<file path="config.mk">
export PLATFORM = sky130hd
export DESIGN_NAME = stmb_front_flat
export DESIGN_NICKNAME = d
export VERILOG_FILES = /design/src/sv/stmb_pkg.sv /design/src/sv/stmb_if.sv /design/src/sv/stmb_front.sv /design/src/flat_wrapper.sv
export SDC_FILE = /design/constraint.sdc
export NUM_CORES = 1
export LEC_CHECK = 0
export BUFFER_PORTS_ARGS = -buffer_cell sky130_fd_sc_hd__buf_2
export CELL_PAD_IN_SITES_DETAIL_PLACEMENT = 1
export CELL_PAD_IN_SITES_GLOBAL_PLACEMENT = 2
export CORE_ASPECT_RATIO = 1.4
export CORE_MARGIN = 1
export CORE_UTILIZATION = 17
export CTS_CLUSTER_DIAMETER = 60
export DETAILED_ROUTE_END_ITERATION = 10
export GPL_TIMING_DRIVEN = 0
export PLACE_DENSITY_LB_ADDON = 0.1
export SLEW_MARGIN = 25
export SYNTH_ARGS = -nofsm -noshare
export SYNTH_HDL_FRONTEND = slang
export SYNTH_SLANG_ARGS = --single-unit
</file>
<file path="constraint.sdc">
create_clock -name clk -period 1.87 [get_ports clk]
set_input_delay 0 -clock clk [delete_from_list [all_inputs] [get_ports clk]]
set_output_delay 0 -clock clk [all_outputs]
set_load 0.02 [all_outputs]
</file>
<file path="src/sv/stmb_pkg.sv">
// shared constants for the sparse table min builder
// no dependencies; every other file except stmb_ram refers to it by scoped names
package stmb_pkg;

  localparam int MAX_LEN_DEF = 1024;
  localparam int LEVELS_DEF  = 11;

  localparam int VALUE_W = 32;
  localparam int START_W = 10;
  localparam int LEVEL_W = 4;
  localparam int INDEX_W = 10;

  // entries in the queue between front and back
  localparam int QUEUE_DEPTH = 2;

endpackage

</file>
<file path="src/sv/stmb_if.sv">
// valid/ready channel interfaces for the input elements and the result words
// depends on stmb_pkg for the field widths
interface stmb_in_if;
  logic                                 valid;
  logic                                 ready;
  logic signed [stmb_pkg::VALUE_W-1:0]  value;
  logic                                 last_item;

  modport source (output valid, output value, output last_item, input ready);
  modport sink   (input valid, input value, input last_item, output ready);
endinterface


</file>
<file path="src/sv/stmb_front.sv">
// front end: accepts elements, tracks the array position and flags overflow
// depends on stmb_pkg and stmb_if; feeds stmb_queue
module stmb_front #(
  parameter int MAX_LEN = stmb_pkg::MAX_LEN_DEF,
  parameter int IW      = $clog2(MAX_LEN),
  parameter int QW      = IW + stmb_pkg::VALUE_W + 2
) (
  input  logic          clk,
  input  logic          rst_n,
  stmb_in_if.sink       in_ch,
  input  logic          q_full,
  output logic          q_push,
  output logic [QW-1:0] q_push_data
);

  logic [IW:0] pos_r;
  logic [IW:0] pos_nxt;
  logic        ovf;

  assign in_ch.ready = !q_full;
  assign q_push      = in_ch.valid && !q_full;
  assign ovf         = (pos_r >= (IW+1)'(MAX_LEN));

  // job word: overflow, last, position, value
  assign q_push_data = {ovf, in_ch.last_item, pos_r[IW-1:0], in_ch.value};

  always_comb begin
    pos_nxt = pos_r;
    if (q_push) begin
      if (in_ch.last_item) begin
        pos_nxt = '0;
      end else if (!ovf) begin
        pos_nxt = pos_r + (IW+1)'(1);
      end
    end
  end

  always_ff @(posedge clk) begin
    if (!rst_n) begin
      pos_r <= '0;
    end else begin
      pos_r <= pos_nxt;
    end
  end

endmodule

</file>
<file path="src/flat_wrapper.sv">
// flat-port wrapper written by rule: the top's interface ports become plain ports
module stmb_front_flat 
#(
  parameter int MAX_LEN = stmb_pkg::MAX_LEN_DEF,
  parameter int IW      = $clog2(MAX_LEN),
  parameter int QW      = IW + stmb_pkg::VALUE_W + 2
)
  (clk, rst_n, q_full, q_push, q_push_data, in_ch_valid, in_ch_value, in_ch_last_item, in_ch_ready);
  stmb_in_if in_ch_i ();
  input  logic clk;
  input  logic rst_n;
  input  logic q_full;
  output logic q_push;
  output logic [QW-1:0] q_push_data;
  input wire logic [$bits(in_ch_i.valid)-1:0] in_ch_valid;
  input wire logic [$bits(in_ch_i.value)-1:0] in_ch_value;
  input wire logic [$bits(in_ch_i.last_item)-1:0] in_ch_last_item;
  output wire logic [$bits(in_ch_i.ready)-1:0] in_ch_ready;
  assign in_ch_i.valid = in_ch_valid;
  assign in_ch_i.value = in_ch_value;
  assign in_ch_i.last_item = in_ch_last_item;
  assign in_ch_ready = in_ch_i.ready;
  stmb_front #(.MAX_LEN(MAX_LEN), .IW(IW), .QW(QW)) u_core (.clk(clk), .rst_n(rst_n), .in_ch(in_ch_i), .q_full(q_full), .q_push(q_push), .q_push_data(q_push_data));
endmodule
</file>
==> metrics.yaml <==
largest_reg_flops: 11
grt_max_degree: 11
reg.largest.list: "u_core.pos_r: 11 flops"
cts.sinks: 11
drcViolationCount: 0
rr_endpoint: "u_core.pos_r[8]$_SDFFE_PN0P_"
ctsResizeCount: 0
skew_ns: 0.002988
final.min_clock_period_ns: 1.605
finalSetupTns_ns: 0
relSlewSlack: 0.7377
row_count: 30
placed_area_sq_um: 1222
clk_latency_ns: 0.24
r2r_start: "u_core.pos_r[0]$_SDFFE_PN0P_"
hpwl_microns: 2061
hold_end: "u_core.pos_r[2]$_SDFFE_PN0P_"
synth-simple-area-share: 0.1907
syn_avg_cell_area_sq_um: 7.895
end_kind: "flop"
synth_area_leader_cell: "buf_4"
layout_commonest_cell: "buf_2"
syn_to_final_growth_pct: 42.08
globalplace.congestion: 0.6508
fp.dieW_microns: 63.23
synth_top_family_by_area: "buffers and inverters"
synth_cell_types: 23
utilization: 0.2558
antenna_found_initial: 0
cellInternalPower_uw: 468.6
maxSlewViolCount: 0
rsz0062_at_grt: "no"
design_area_sq_um: 1267
synth.area.top_cells: "buf_4 (37%), dfxtp_1 (25%), xnor2_1 (5.9%)"
power_frac_clock: 0.369
cts_setup_buffers: 0
fin_cells: 231
leakage_nw: 0.6364
crit_start: "u_core.pos_r[0]$_SDFFE_PN0P_"
hold_depth: 2
arrival_ns: 1.72
die_height_microns: 87.71
power_uw: 656.7
final_cell_mix: "buf_2 (51), buf_4 (44), dfxtp_1 (11), nor2_1 (8), inv_1 (7)"
ios: 83
drt-total-wl_microns: 2432
grt_pass1_vias: 831
synth_compound_area_frac: 0.06592
power_switching_share: 0.2865
fin_ws_ns: 0.2648
path_clk_slew_ns: 0.05
numCtsBuffers: 3
crit_type: "flop to flop"
p_comb_frac: 0.265
wl_per_cell_microns: 10.53
grt_first_pass_wirelength_microns: 3601
status: "completed"
reg2reg_depth: 5
yosys.area_share.adder: 0.02805
tightest_slew_ns: 0.3901
nNetsFinal: 207
syn_nets: 152
io_buffers: 50
startpoint_type: "flop"
dp.cells: 227
synthCells: 113
setup_viol: 0
yosys_warnings: 0
grt_usage: 0.08442
cts_tree: "built"
min-delay-start: "rst_n"
core_sq_um: 4955
critical_path_required_ns: 1.98
antenna_cells: 0
ys_ff_latch: 11
drt_iter0_markers: 11
finalHoldViolCount: 0
num_vias: 869
synth_top_area_share: 0.3703
p_per_area_nw_per_um2: 518.2
synth.area.mux_share: 0
finalCritPeriodShare: 0.8584
fill_cells: 624
ir_worst_vdd_mv: 0.1388
vias_per_cell: 3.762
ant_nets: 0
maxCapViolCount: 0
hold_buffers: 0
top_register: "u_core.pos_r"
synth_seq_area_share: 0.2468
fmax_ghz: 0.6230
cts_root_buf: "clkbuf_8"
h-tree-depth: 1
hold_path_class: "primary input to flop"
initial_core_util: 0.1801
synthXorXnorAreaFrac: 0.05891
syn_area_sq_um: 892.1
r2r_setup_slack_ns: 0.26
pre_cts_ws_ns: 0.2457
clk_path_buf_depth: 2
detail_route.first_pass.iterations: 2
die-area_sq_um: 5545
drive_above_1_share: 0.6048
p_switching_uw: 188.2
grt_overflow_total: 0
hold_ws_ns: 0.03927
p_seq_frac: 0.366
worstPathMaxFanout: 6
kinds of logic (layout without fill, tap and decap cells):
kind of cell,Yosys count,in the layout
DFF,11,11
and+or+nand+nor,31,31
adders and majority gates,2,2
buffers and inverters,53,107
AOI/OAI and AO/OA,10,10
xor gates and xnor gates,6,6
power by group through the flow:
stage | sequential, mW | clock (mW) | combinational, mW
global route | 0.240 | 0.264 | 0.186
floorplan | 0.244 | 0 | 0.127
global placement | 0.245 | 0 | 0.174
finish | 0.240 | 0.243 | 0.174
detailed placement | 0.245 | 0 | 0.177
CTS | 0.240 | 0.254 | 0.177
worst max-delay path by stage:
stage                                   end  depth (start not counted)
2_1_floorplan  u_core.pos_r[8]$_SDFFE_PN0P_                          5
3_3_place_gp   u_core.pos_r[8]$_SDFFE_PN0P_                          5
3_5_place_dp   u_core.pos_r[8]$_SDFFE_PN0P_                          5
4_1_cts        u_core.pos_r[8]$_SDFFE_PN0P_                          5
5_1_grt        u_core.pos_r[8]$_SDFFE_PN0P_                          5
6_report       u_core.pos_r[8]$_SDFFE_PN0P_                          5
critical path, cell delays in order, from the launching register on:
cell and delay, ns:
dfxtp_1 0.43, ha_1 0.24, nand3_1 0.16, nor4_2 0.40
a31o_2 0.21, a21oi_1 0.05
per-layer routing:
metal	global-route usage	wire length (microns)	vias to the layer above	part of all wire
li1	-	-	429	-
met1	0.07315	784	407	0.32
met2	0.1779	1488	31	0.61
met3	0.02083	134	2	0.055
met4	0.03719	24	0	0.0099
met5	0	0	-	0
cells in the mapped netlist:
cell / count
inv_1: 7
a31o_2: 1
o21ai_0: 3
buf_2: 1
nor2b_4: 1
ha_1: 2
a21boi_0: 2
xnor2_1: 6
nand4_1: 3
and3_1: 1
nor2_1: 8
clkbuf_1: 1
nor4_1: 2
a21oi_1: 4
buf_4: 44
nor4_2: 1
or3_1: 2
nor3_1: 3
nand3_1: 4
dfxtp_1: 11
nand3b_1: 1
nand2_1: 4
nand2b_1: 1
layout make-up:
| class | instances | area [sq um] | area share |
|---|---|---|---|
| Sequential cell | 11 | 220.2 | 0.1737 |
| Clock buffer | 4 | 45.04 | 0.03554 |
| Buffer | 46 | 339.1 | 0.2675 |
| Timing Repair Buffer | 50 | 250.2 | 0.1974 |
| Multi-Input combinational cell | 49 | 306.5 | 0.2419 |
| Inverter | 7 | 26.28 | 0.02073 |
| Tap cell | 64 | 80.08 | 0.06318 |
No activity file was read; power rests on OpenSTA's default activity.
