==> src/sv/stmb_pkg.sv <==
// shared constants for the sparse table min builder
// no dependencies; every other file except stmb_ram refers to it by scoped names
package stmb_pkg;

  localparam int MAX_LEN_DEF = 1024;
  localparam int LEVELS_DEF  = 11;

  localparam int VALUE_W = 32;
  localparam int START_W = 10;
  localparam int LEVEL_W = 4;
  localparam int INDEX_W = 10;

  // entries in the queue between front and back
  localparam int QUEUE_DEPTH = 2;

endpackage

==> src/sv/stmb_queue.sv <==
// short fifo of classified jobs between the front and the back end
// depends on stmb_pkg for its depth
module stmb_queue #(
  parameter int W = 8
) (
  input  logic         clk,
  input  logic         rst_n,
  input  logic         push,
  input  logic [W-1:0] push_data,
  output logic         full,
  input  logic         pop,
  output logic         head_valid,
  output logic [W-1:0] head_data
);

  localparam int QD = stmb_pkg::QUEUE_DEPTH;
  localparam int PW = $clog2(QD);

  logic [W-1:0]  entry_r [QD];
  logic [PW-1:0] wr_ptr_r;
  logic [PW-1:0] rd_ptr_r;
  logic [PW:0]   cnt_r;
  logic [PW:0]   cnt_nxt;

  assign full       = (cnt_r == (PW+1)'(QD));
  assign head_valid = (cnt_r != '0);
  assign head_data  = entry_r[rd_ptr_r];

  always_comb begin
    cnt_nxt = cnt_r;
    if (push && !pop) begin
      cnt_nxt = cnt_r + (PW+1)'(1);
    end else if (pop && !push) begin
      cnt_nxt = cnt_r - (PW+1)'(1);
    end
  end

  always_ff @(posedge clk) begin
    if (push) begin
      entry_r[wr_ptr_r] <= push_data;
    end
  end

  always_ff @(posedge clk) begin
    if (!rst_n) begin
      wr_ptr_r <= '0;
      rd_ptr_r <= '0;
      cnt_r    <= '0;
    end else begin
      if (push) begin
        wr_ptr_r <= wr_ptr_r + PW'(1);
      end
      if (pop) begin
        rd_ptr_r <= rd_ptr_r + PW'(1);
      end
      cnt_r <= cnt_nxt;
    end
  end

endmodule

==> config.mk <==
export PLATFORM = sky130hd
export DESIGN_NAME = stmb_queue
export DESIGN_NICKNAME = d
export VERILOG_FILES = /design/src/sv/stmb_pkg.sv /design/src/sv/stmb_queue.sv
export SDC_FILE = /design/constraint.sdc
export NUM_CORES = 1
export LEC_CHECK = 0
export BUFFER_PORTS_ARGS = -buffer_cell sky130_fd_sc_hd__buf_2
export CAP_MARGIN = 40
export CORE_UTILIZATION = 35
export DETAILED_ROUTE_END_ITERATION = 10
export PLACE_DENSITY = 0.63
export SKIP_CTS_REPAIR_TIMING = 1
export SLEW_MARGIN = 0
export SYNTH_ARGS = -nofsm -noshare
export SYNTH_HDL_FRONTEND = slang
export SYNTH_SLANG_ARGS = --single-unit
export TNS_END_PERCENT = 1
==> constraint.sdc <==
create_clock -name clk -period 3.35 [get_ports clk]
set_input_delay 0.5025 -clock clk [delete_from_list [all_inputs] [get_ports clk]]
set_output_delay 0.5025 -clock clk [all_outputs]
set_load 0.05 [all_outputs]
==> impl_results.md, run 1 <==
- Status: complete, no violations
- Setup CP Type: reg2out
- Fin Clk Skew: about 2.3 ps
- Slew headroom: 0.511
- Clock buffer depth: 2
- Count of different cell masters after synthesis: 16
- Fin area: between 900 and 1000 sq um
- Die Span Y: ~50 microns
- Avg WL per Cell: around 11 microns
- Total grt overflow: 0
- Via count: 440
- Final Slew Violations: 0
- CTS tree: built
- Critical path fanouts, max: 8
- Leading area contributor after synthesis: edfxtp_1
- Sequential area share after synthesis: 0.728
- Mapped Area: roughly 800 sq um
- Gate Count Post-Synth: between 40 and 50
- Number of global-route vias before repair: between 400 and 500
- CP Cell Sequence: mux2_2 -> buf_2
- DRT iter0 DRCs: 6
- Peak supply drop: around 0.00022 V
- ANT cells: 0
- PwrDens: ~550 nW/um^2
- Crit end category: output port
- Placer congestion estimate: between 0.5 and 0.6
- Synth cell count leaders: edfxtp_1 (16), mux2_2 (8), dfxtp_1 (5)
- Antenna Nets Post-Route: 0
- FF+latch count, synth: 21
- Post-synth EDFFs: 16
- Cts bufs inserted: 3
- Synth top area share: 0.603
- Hold Path Class: in2reg
- Largest cells by area after synthesis: edfxtp_1 (60%), dfxtp_1 (13%), mux2_2 (11%), and2_1 (3.1%), xor2_1 (2.2%)
- Slowest-stage cell, CP: dfxtp_1
- Io pins: 22
- Final hold vios: 0
- Vias per cell: 4.49
- CTS clk-pin slew, worst paths: ~100 ps
- CP delay by family, top: flip-flops
- Initial core utilization: 0.390
- Fraction of layout cells with a size suffix above 1: 0.479
- H-tree Lvls: 1
- Clk network pwr share: 0.210
- Slew @ Worst Pin: 733 ps
- Core Area: between 2000 and 2500 sq um
- Largest stage delay on the critical path: about 560 ps
- Initial antenna violation count: 0
- Final period demand of the worst path: roughly 1900 ps
- Fillers: 201
- Worst path bufs/invs: 1
- Mean Syn Cell Area: around 17 sq um
- Post-layout util: 0.469
- Max_cap viols: 0
- Placed insts: 94
- Nets: between 80 and 90
- WP data arrival: between 1000 and 1500 ps
- Final non-filler cell total: between 90 and 100
- Total Neg Setup Slack: 0 ps
- Total Wirelength: 1.09 mm
- Die width: approximately 50 microns
- Sequential fraction of design power: 0.582
- # DRC: 0
- RSZ-0062 raised after global routing: false
- Sw power: 0.149 mW
- DPL Wire Length: roughly 800 microns
- Area post-placement: 931 sq um
- Total GRT Usage: 0.101
- Final setup violation count: 0
- F_max: a little over 500 MHz
- Static Leak: 0.381 nW
- Clock Latency Late Sink: 290 ps
- # rows: 16
- Syn Nets: 60
- Global-route wire length before repair: approximately 1.8 mm
- Port-buffer cells: 21
- CTS sink cnt: 21
- Worst EP required: about 2900 ps
- Synth Flop Type: edfxtp_1
- YS warnings: 0
- Type of origin of the critical path: register
- Pint: 0.381 mW
- Die ar.: 2470 sq um
- Comb power frac: 0.208
- Final period util: 0.582
- Switch share: 0.280
- Area grow syn2layout: 20.1%
- Largest net degree at the start of global routing: 12
- FFs w/ async S/R, synth: 0
- Most common cell in the synthesized netlist: edfxtp_1
- Clock Tree Root: clkbuf_4
- Length of the first detailed-routing pass in iterations: 2
==> state kept, by name, indices dropped and copies added (netlist names), named ones only <==
signal / cells
entry_r: 16
cnt_r: 2
rd_ptr_r: 1
wr_ptr_r: 1
==> through the flow <==
stage	setup WS [ps]	total power, mW	hold WS (ps)
5_1_grt	1320	0.555	371
4_1_cts	1380	0.536	385
6_report	1400	0.530	395
2_1_floorplan	1920	0.399	461
3_3_place_gp	1710	0.424	482
3_5_place_dp	1720	0.425	493
==> logic make-up (layout without fill, tap and decap cells) <==
logic type / count (synthesis) / in the layout / synth area share
xor gates and xnor gates: 3 / 3 / 0.0330
buffers and inverters: 2 / 26 / 0.0110
muxes: 8 / 8 / 0.113
DFF: 21 / 21 / 0.728
adders and majority gates: 1 / 1 / 0.0157
and+or+nand+nor: 9 / 9 / 0.0738
AOI/OAI and AO/OA: 3 / 3 / 0.0251
==> cells in the final DEF (no fill, tap or decap) <==
| cell | Yosys | routed |
|---|---|---|
| xnor2_1 | 1 | 1 |
| buf_2 | 1 | 21 |
| o21a_1 | 1 | 1 |
| and2_1 | 4 | 4 |
| ha_1 | 1 | 1 |
| or3_1 | 1 | 1 |
| or2_2 | 1 | 1 |
| and2b_2 | 1 | 1 |
| a21boi_1 | 1 | 1 |
| inv_1 | 1 | 1 |
| clkbuf_4 | 0 | 3 |
| nor2b_1 | 2 | 2 |
| edfxtp_1 | 16 | 16 |
| dfxtp_1 | 5 | 5 |
| clkbuf_1 | 0 | 1 |
| xor2_1 | 2 | 2 |
| mux2_2 | 8 | 8 |
| o21ai_0 | 1 | 1 |
==> power groups by stage <==
stage	registers, mW	logic (mW)	clock network [mW]
global placement	0.314	0.110	0
floorplan	0.309	0.0906	0
CTS	0.309	0.111	0.117
detailed placement	0.315	0.111	0
global route	0.311	0.117	0.127
finish	0.308	0.110	0.112
==> metal layers <==
layer  GRT usage  share of wire  routed length, microns  vias to the layer above
li1            -              -                       -                      218
met1       0.138           0.48                     527                      208
met2       0.142           0.48                     520                       14
met3      0.0278          0.042                      46                        0
met4      0.0571              0                       0                        0
met5           0              0                       0                        -
==> layout make-up <==
| class | instances | area (sq um) | share of cell area |
|---|---|---|---|
| repair buffers | 21 | 105 | 0.110 |
| multi-input cells | 24 | 208 | 0.217 |
| flip-flops and latches | 21 | 581 | 0.607 |
| well taps | 27 | 33.8 | 0.0353 |
| inverters | 1 | 3.75 | 0.00392 |
| clock buffers | 4 | 26.3 | 0.0275 |
==> worst paths after layout <==
kind / startpoint / endpoint / slack (ps) / cells after the start
min: push_data[3] / entry_r[0][3] / 390 / 1
max reg2reg: wr_ptr_r / entry_r[0][4] / 2080 / 1
min reg2reg: cnt_r[1] / cnt_r[1] / 510 / 2
max: register / head_data[6] / 1400 / 2
(Power assumes the default switching activity.)
==> run 2: changes to the inputs <==
--- a/config.mk
+++ b/config.mk
@@ -9,7 +9,7 @@
 export CAP_MARGIN = 40
 export CORE_UTILIZATION = 35
 export DETAILED_ROUTE_END_ITERATION = 10
-export PLACE_DENSITY = 0.63
+export PLACE_DENSITY = 0.65
 export SKIP_CTS_REPAIR_TIMING = 1
 export SLEW_MARGIN = 0
 export SYNTH_ARGS = -nofsm -noshare
==> constraint.sdc (replaced) <==
create_clock -name clk -period 1.65 [get_ports clk]
set_input_delay 0.2475 -clock clk [delete_from_list [all_inputs] [get_ports clk]]
set_output_delay 0.2475 -clock clk [all_outputs]
set_load 0.05 [all_outputs]
==> run 2 against run 1 <==
- die area stayed put
- combinational power is 100% higher
- wire length is 3.0% lower
- sequential share of layout area is 0.50 points lower
- sequential cell count stayed put
- global-route usage is 0.44 points higher
- register-to-register slack worse by 1500 ps
- final area is 1.0% higher
- total power is 100% higher
- worst hold slack worse by 260 ps
- non-clock buffer count is 1 higher
- critical path depth stayed put
- critical endpoint is now head_data[3]
- largest power group unchanged
==> impl_results.md, run 2 (same netlist as run 1, synthesis figures left out) <==
- Status: complete, no violations
- Slew headroom: 0.759 (+0.248)
- Critical path fanouts, max: 8 (unchanged)
- Max reg flops: 16 (unchanged)
- Nets: 86 (+1.2%)
- Slowest-stage cell, CP: dfxtp_2
- Placed insts: 95 (+1.1%)
- Clock Latency Late Sink: 290 ps (about the same)
- DRT iter0 DRCs: 3 (-3)
- ANT cells: 0 (unchanged)
- Clock Tree Root: clkbuf_4
- # DRC: 0 (unchanged)
- CP Cell Sequence: mux2_2 -> buf_2
- Total GRT Usage: 0.105 (+0.00440)
- PwrDens: 1120 nW/um^2 (+100%)
- Fin Clk Skew: 4.03 ps (+1.75 ps)
- Most common cell after layout, fill and taps aside: buf_2
- Antenna Nets Post-Route: 0 (unchanged)
- R2r worst-path depth: 1 (unchanged)
- Peak supply drop: 0.000607 V (+170%)
- CTS sink cnt: 21 (unchanged)
- WP data arrival: 1320 ps (-130 ps)
- Final setup violation count: 0 (unchanged)
- Largest stage delay on the critical path: 450 ps (-110 ps)
- FF/Latch Area: 582 sq um (+0.22%)
- Die ar.: 2470 sq um (unchanged)
- Area grow syn2layout: 21.4%
- Static Leak: 0.389 nW (+2.1%)
- F_max: about 640 MHz
- Via count: 438 (-0.45%)
- Total Wirelength: 1.06 mm (-3.0%)
- Top flop regs: entry_r (16), cnt_r (2)
- Pre-CTS setup slack: 279 ps (-1440 ps)
- Largest net degree at the start of global routing: 13 (+1)
- Post-layout util: 0.474 (+0.00490)
- # rows: 16 (unchanged)
- Total grt overflow: 0 (unchanged)
- Die width: 49.7 microns (unchanged)
- Commonest cells after routing, fill and taps aside: buf_2 (21), edfxtp_1 (16), mux2_2 (8), and2_1 (4), dfxtp_1 (4)
- CTS tree: built
- Fraction of layout cells with a size suffix above 1: 0.514 (+0.0350)
- Footprint of the multi-input gates: 208 sq um (unchanged)
- Placer congestion estimate: 0.630 (+7.6%)
- Vias per cell: 4.42 (-1.5%)
- Reg with most FFs: entry_r
- Max_cap viols: 0 (unchanged)
- Core Area: 2040 sq um (unchanged)
- Setup crit end: head_data[3]
- CTS clk-pin slew, worst paths: 110 ps (about the same)
- GR Util met3: 0.0556 (+0.0278)
- Cts bufs inserted: 3 (unchanged)
- Final Slew Violations: 0 (unchanged)
- Type of origin of the critical path: register
- Avg WL per Cell: 10.7 microns (-4.0%)
- H-tree Lvls: 1 (unchanged)
- Fillers: 202 (+0.50%)
- Final period demand of the worst path: between 1500 and 2000 ps
- Clock buffer depth: 2 (unchanged)
- Setup CP Type: reg2out
- Slew @ Worst Pin: 362 ps (-371 ps)
- Number of global-route vias before repair: 441 (+6.0%)
- Worst R2R Start: wr_ptr_r
- Most Crowded Layer GR: met2
- Final non-filler cell total: 99 (+1.0%)
- Tot Pwr: 1.08 mW (+100%)
- Worst EP required: 1400 ps (-1450 ps)
- Port-buffer cells: 21 (unchanged)
- Global-route wire length before repair: 1.88 mm (+2.2%)
- Die Span Y: 49.7 microns (unchanged)
- Crit end category: output port
- Setup ws final: 79.0 ps (-1320 ps)
- Hold Path Class: in2reg
- Io pins: 22 (unchanged)
- Met1 Use GR: 0.117 (-0.0207)
- Final hold vios: 0 (unchanged)
- RSZ-0062 raised after global routing: false
- R2r setup slk: 620 ps (-1460 ps)
- Initial core utilization: 0.390 (unchanged)
- Length of the first detailed-routing pass in iterations: 3 (+1)
- Met2 Use GR: 0.167 (+0.0248)
- Reg2Reg Capture Point: entry_r[1][2]
- Initial antenna violation count: 0 (unchanged)
- Final period util: 0.952
## run 2: through the flow
stage	area (sq um)	hold WS, ps	TNS [ps]
global placement	938	439	0
floorplan	797	346	0
global route	967	107	0
detailed placement	938	440	0
CTS	966	119	-589
finish	967	130	0
## run 2: layout make-up
type,instances,share of cell area
Sequential cell,21,0.602
Tap cell,27,0.0349
Timing Repair Buffer,22,0.116
Clock inverter,1,0.00517
Multi-Input combinational cell,24,0.215
Inverter,1,0.00388
Clock buffer,3,0.0233
## run 2: report_power, final
part	total, mW	switching (mW)	internal (mW)	leakage, nW
clock network	0.234	0.144	0.0902	0.0177
logic	0.225	0.148	0.0776	0.179
registers	0.626	0.0201	0.605	0.192
## run 2: how the worst min path moves through the flow
stage / start / to / slack (ps) / depth (start not counted)
3_3_place_gp: push_data[6] / entry_r[1][6] / 440 / 1
4_1_cts: push_data[7] / entry_r[0][7] / 120 / 1
5_1_grt: push_data[7] / entry_r[0][7] / 110 / 1
6_report: push_data[7] / entry_r[0][7] / 130 / 1
3_5_place_dp: push_data[0] / entry_r[0][0] / 440 / 1
2_1_floorplan: push_data[0] / entry_r[0][0] / 350 / 0
## run 2: critical path, delay by kind of cell, from the launching register on
family / cells / cell delay [ps]
multiplexers: 1 / 360
flip-flops: 1 / 450
buffers and inverters: 1 / 210
## run 2: per-layer routing
metal  routed length, microns  vias up
li1                         -      219
met1                      481      200
met2                      481       17
met3                       90        2
met4                        8        0
met5                        0        -
==> run 3: changes to the inputs <==
--- a/config.mk
+++ b/config.mk
@@ -6,10 +6,10 @@
 export NUM_CORES = 1
 export LEC_CHECK = 0
 export BUFFER_PORTS_ARGS = -buffer_cell sky130_fd_sc_hd__buf_2
-export CAP_MARGIN = 40
-export CORE_UTILIZATION = 35
+export CAP_MARGIN = 5
+export CORE_UTILIZATION = 44
 export DETAILED_ROUTE_END_ITERATION = 10
-export PLACE_DENSITY = 0.65
+export PLACE_DENSITY = 0.72
 export SKIP_CTS_REPAIR_TIMING = 1
 export SLEW_MARGIN = 0
 export SYNTH_ARGS = -nofsm -noshare
==> run 3 against run 2 <==
- clock-buffer cell count is 1 higher
- via count is 1.8% higher
- global-route usage is 2.4 points higher
- critical path depth stayed put
- highest routed layer unchanged
- combinational power hardly changed
- clock skew is 1.4 ps higher
- sequential cell count stayed put
- register-to-register slack worse by 120 ps
- worst hold slack better by 13 ps
- wire length is 2.0% higher
- worst setup slack better by 15 ps
- non-clock buffer count stayed put
==> impl_results.md, run 3 (same netlist as run 1, synthesis figures left out) <==
- Status: complete, no violations
- F_max: 643 MHz (+0.96%)
- Post-layout util: 0.564 (+0.0905)
- Final Slew Violations: 0 (unchanged)
- Pint: 0.777 mW (+0.48%)
- Sw power: 0.307 mW (-1.2%)
- Fin Clk Skew: 5.38 ps (+1.36 ps)
- Hold Path Class: in2reg
- Placer congestion estimate: 0.590 (-6.3%)
- Sequential fraction of design power: 0.577 (about the same)
- Area grow syn2layout: 20.9%
- Switch share: 0.284 (-0.00351)
- H-tree Lvls: 1 (unchanged)
- Final setup violation count: 0 (unchanged)
- Cts bufs inserted: 3 (unchanged)
- Die width: 44.6 microns (-10%)
- Critical path fanouts, max: 8 (unchanged)
- Die Span Y: 44.6 microns (-10%)
- Comb power frac: 0.210 (+0.002)
- Global-route wire length before repair: 1.77 mm (-5.9%)
- Final period demand of the worst path: 1560 ps (-15.0 ps)
- WHS Path Cells: 1 (unchanged)
- WP data arrival: 1310 ps (about the same)
- DPL Wire Length: between 700 and 800 microns
- R2r setup slk: 500 ps (-120 ps)
- Crit end category: output port
- Clk network pwr share: 0.212 (-0.004)
- Clock Latency Late Sink: 290 ps (about the same)
- # DRC: 0 (unchanged)
- PwrDens: 1130 nW/um^2 (+0.37%)
- Setup CP Type: reg2out
- CTS tree: built
- Max_cap viols: 0 (unchanged)
- Final hold vios: 0 (unchanged)
- Placed insts: 93 (-2.1%)
- Worst hold slack: 144 ps (+13.4 ps)
- Nets: 86 (unchanged)
- Clock buffer depth: 2 (unchanged)
- Largest net degree at the start of global routing: 12 (-1)
- Initial antenna violation count: 0 (unchanged)
- Reg with most FFs: entry_r
- Static Leak: 0.386 nW (-0.70%)
- ANT cells: 0 (unchanged)
- Clock Tree Root: clkbuf_4
- Number of global-route vias before repair: 448 (+1.6%)
- Antenna Nets Post-Route: 0 (unchanged)
- Via count: 446 (+1.8%)
- Slew @ Worst Pin: 384 ps (+22.7 ps)
- Worst EP required: 1400 ps (about the same)
- Port-buffer cells: 21 (unchanged)
- Total Wirelength: 1.08 mm (+2.0%)
- R2r worst-path depth: 2 (+1)
- Commonest cells after routing, fill and taps aside: buf_2 (21), edfxtp_1 (16), mux2_2 (8), and2_1 (4), dfxtp_1 (4)
- Fraction of layout cells with a size suffix above 1: 0.500 (-0.0139)
- RSZ-0062 raised after global routing: false
- Most common cell after layout, fill and taps aside: buf_2
- Core Area: 1710 sq um (-16%)
- CTS clk-pin slew, worst paths: 110 ps (about the same)
- Peak supply drop: 0.000531 V (-13%)
- Top flop regs: entry_r (16), cnt_r (2)
- Final non-filler cell total: 97 (-2.0%)
- Fillers: 143 (-29%)
- # rows: 15 (-1)
- Io pins: 22 (unchanged)
- Type of origin of the critical path: register
- Die ar.: 1990 sq um (-20%)
- Max reg flops: 16 (unchanged)
- CTS sink cnt: 21 (unchanged)
- Final period util: 0.943 (-0.00910)
- Tot Pwr: 1.08 mW (about the same)
- Total GRT Usage: 0.129 (+0.0239)
- Vias per cell: 4.60 (+3.9%)
- Total grt overflow: 0 (unchanged)
- Initial core utilization: 0.467 (+0.0763)
- Slew headroom: 0.744 (-0.0151)
- Length of the first detailed-routing pass in iterations: 4 (+1)
- Avg WL per Cell: 11.2 microns (+4.1%)
- DRT iter0 DRCs: 13 (+10)
[run 3: per-stage QoR]
step	instance area [sq um]	setup WS, ps	TNS [ps]
floorplan	797	480	0
global placement	936	277	0
detailed placement	936	279	0
CTS	962	-61.2	-444
global route	963	28.8	0
finish	963	94.0	0
[run 3: critical path: stages (launching register included)]
cell     delay (ps)
dfxtp_2         450
mux2_2          360
buf_2           210
[run 3: final timing paths]
kind | startpoint | end
worst max-delay path | register | head_data[4]
worst min-delay path | push_data[3] | entry_r[0][3]
worst max register to register | wr_ptr_r | entry_r[0][7]
worst min register to register | cnt_r[1] | cnt_r[1]
[run 3: power by group through the flow]
stage	Clock [mW]	Sequential, mW	Combinational, mW
floorplan	0	0.627	0.184
global placement	0	0.637	0.225
detailed placement	0	0.639	0.229
CTS	0.236	0.627	0.230
global route	0.260	0.631	0.243
finish	0.230	0.626	0.228
[run 3: final cells by class]
type                    instances  area, sq um  area share
clock buffers                   4         26.3      0.0273
inverters                       1         3.75     0.00390
multi-input cells              24          208       0.216
flip-flops and latches         21          582       0.604
well taps                      25         31.3      0.0325
repair buffers                 22          113       0.117
[run 3: metal layers]
metal,GRT usage,vias up,share of wire
met5,0,-,0
met4,0.0909,0,0.011
met3,0.0245,2,0.036
met2,0.200,12,0.47
met1,0.162,210,0.49
li1,-,222,-
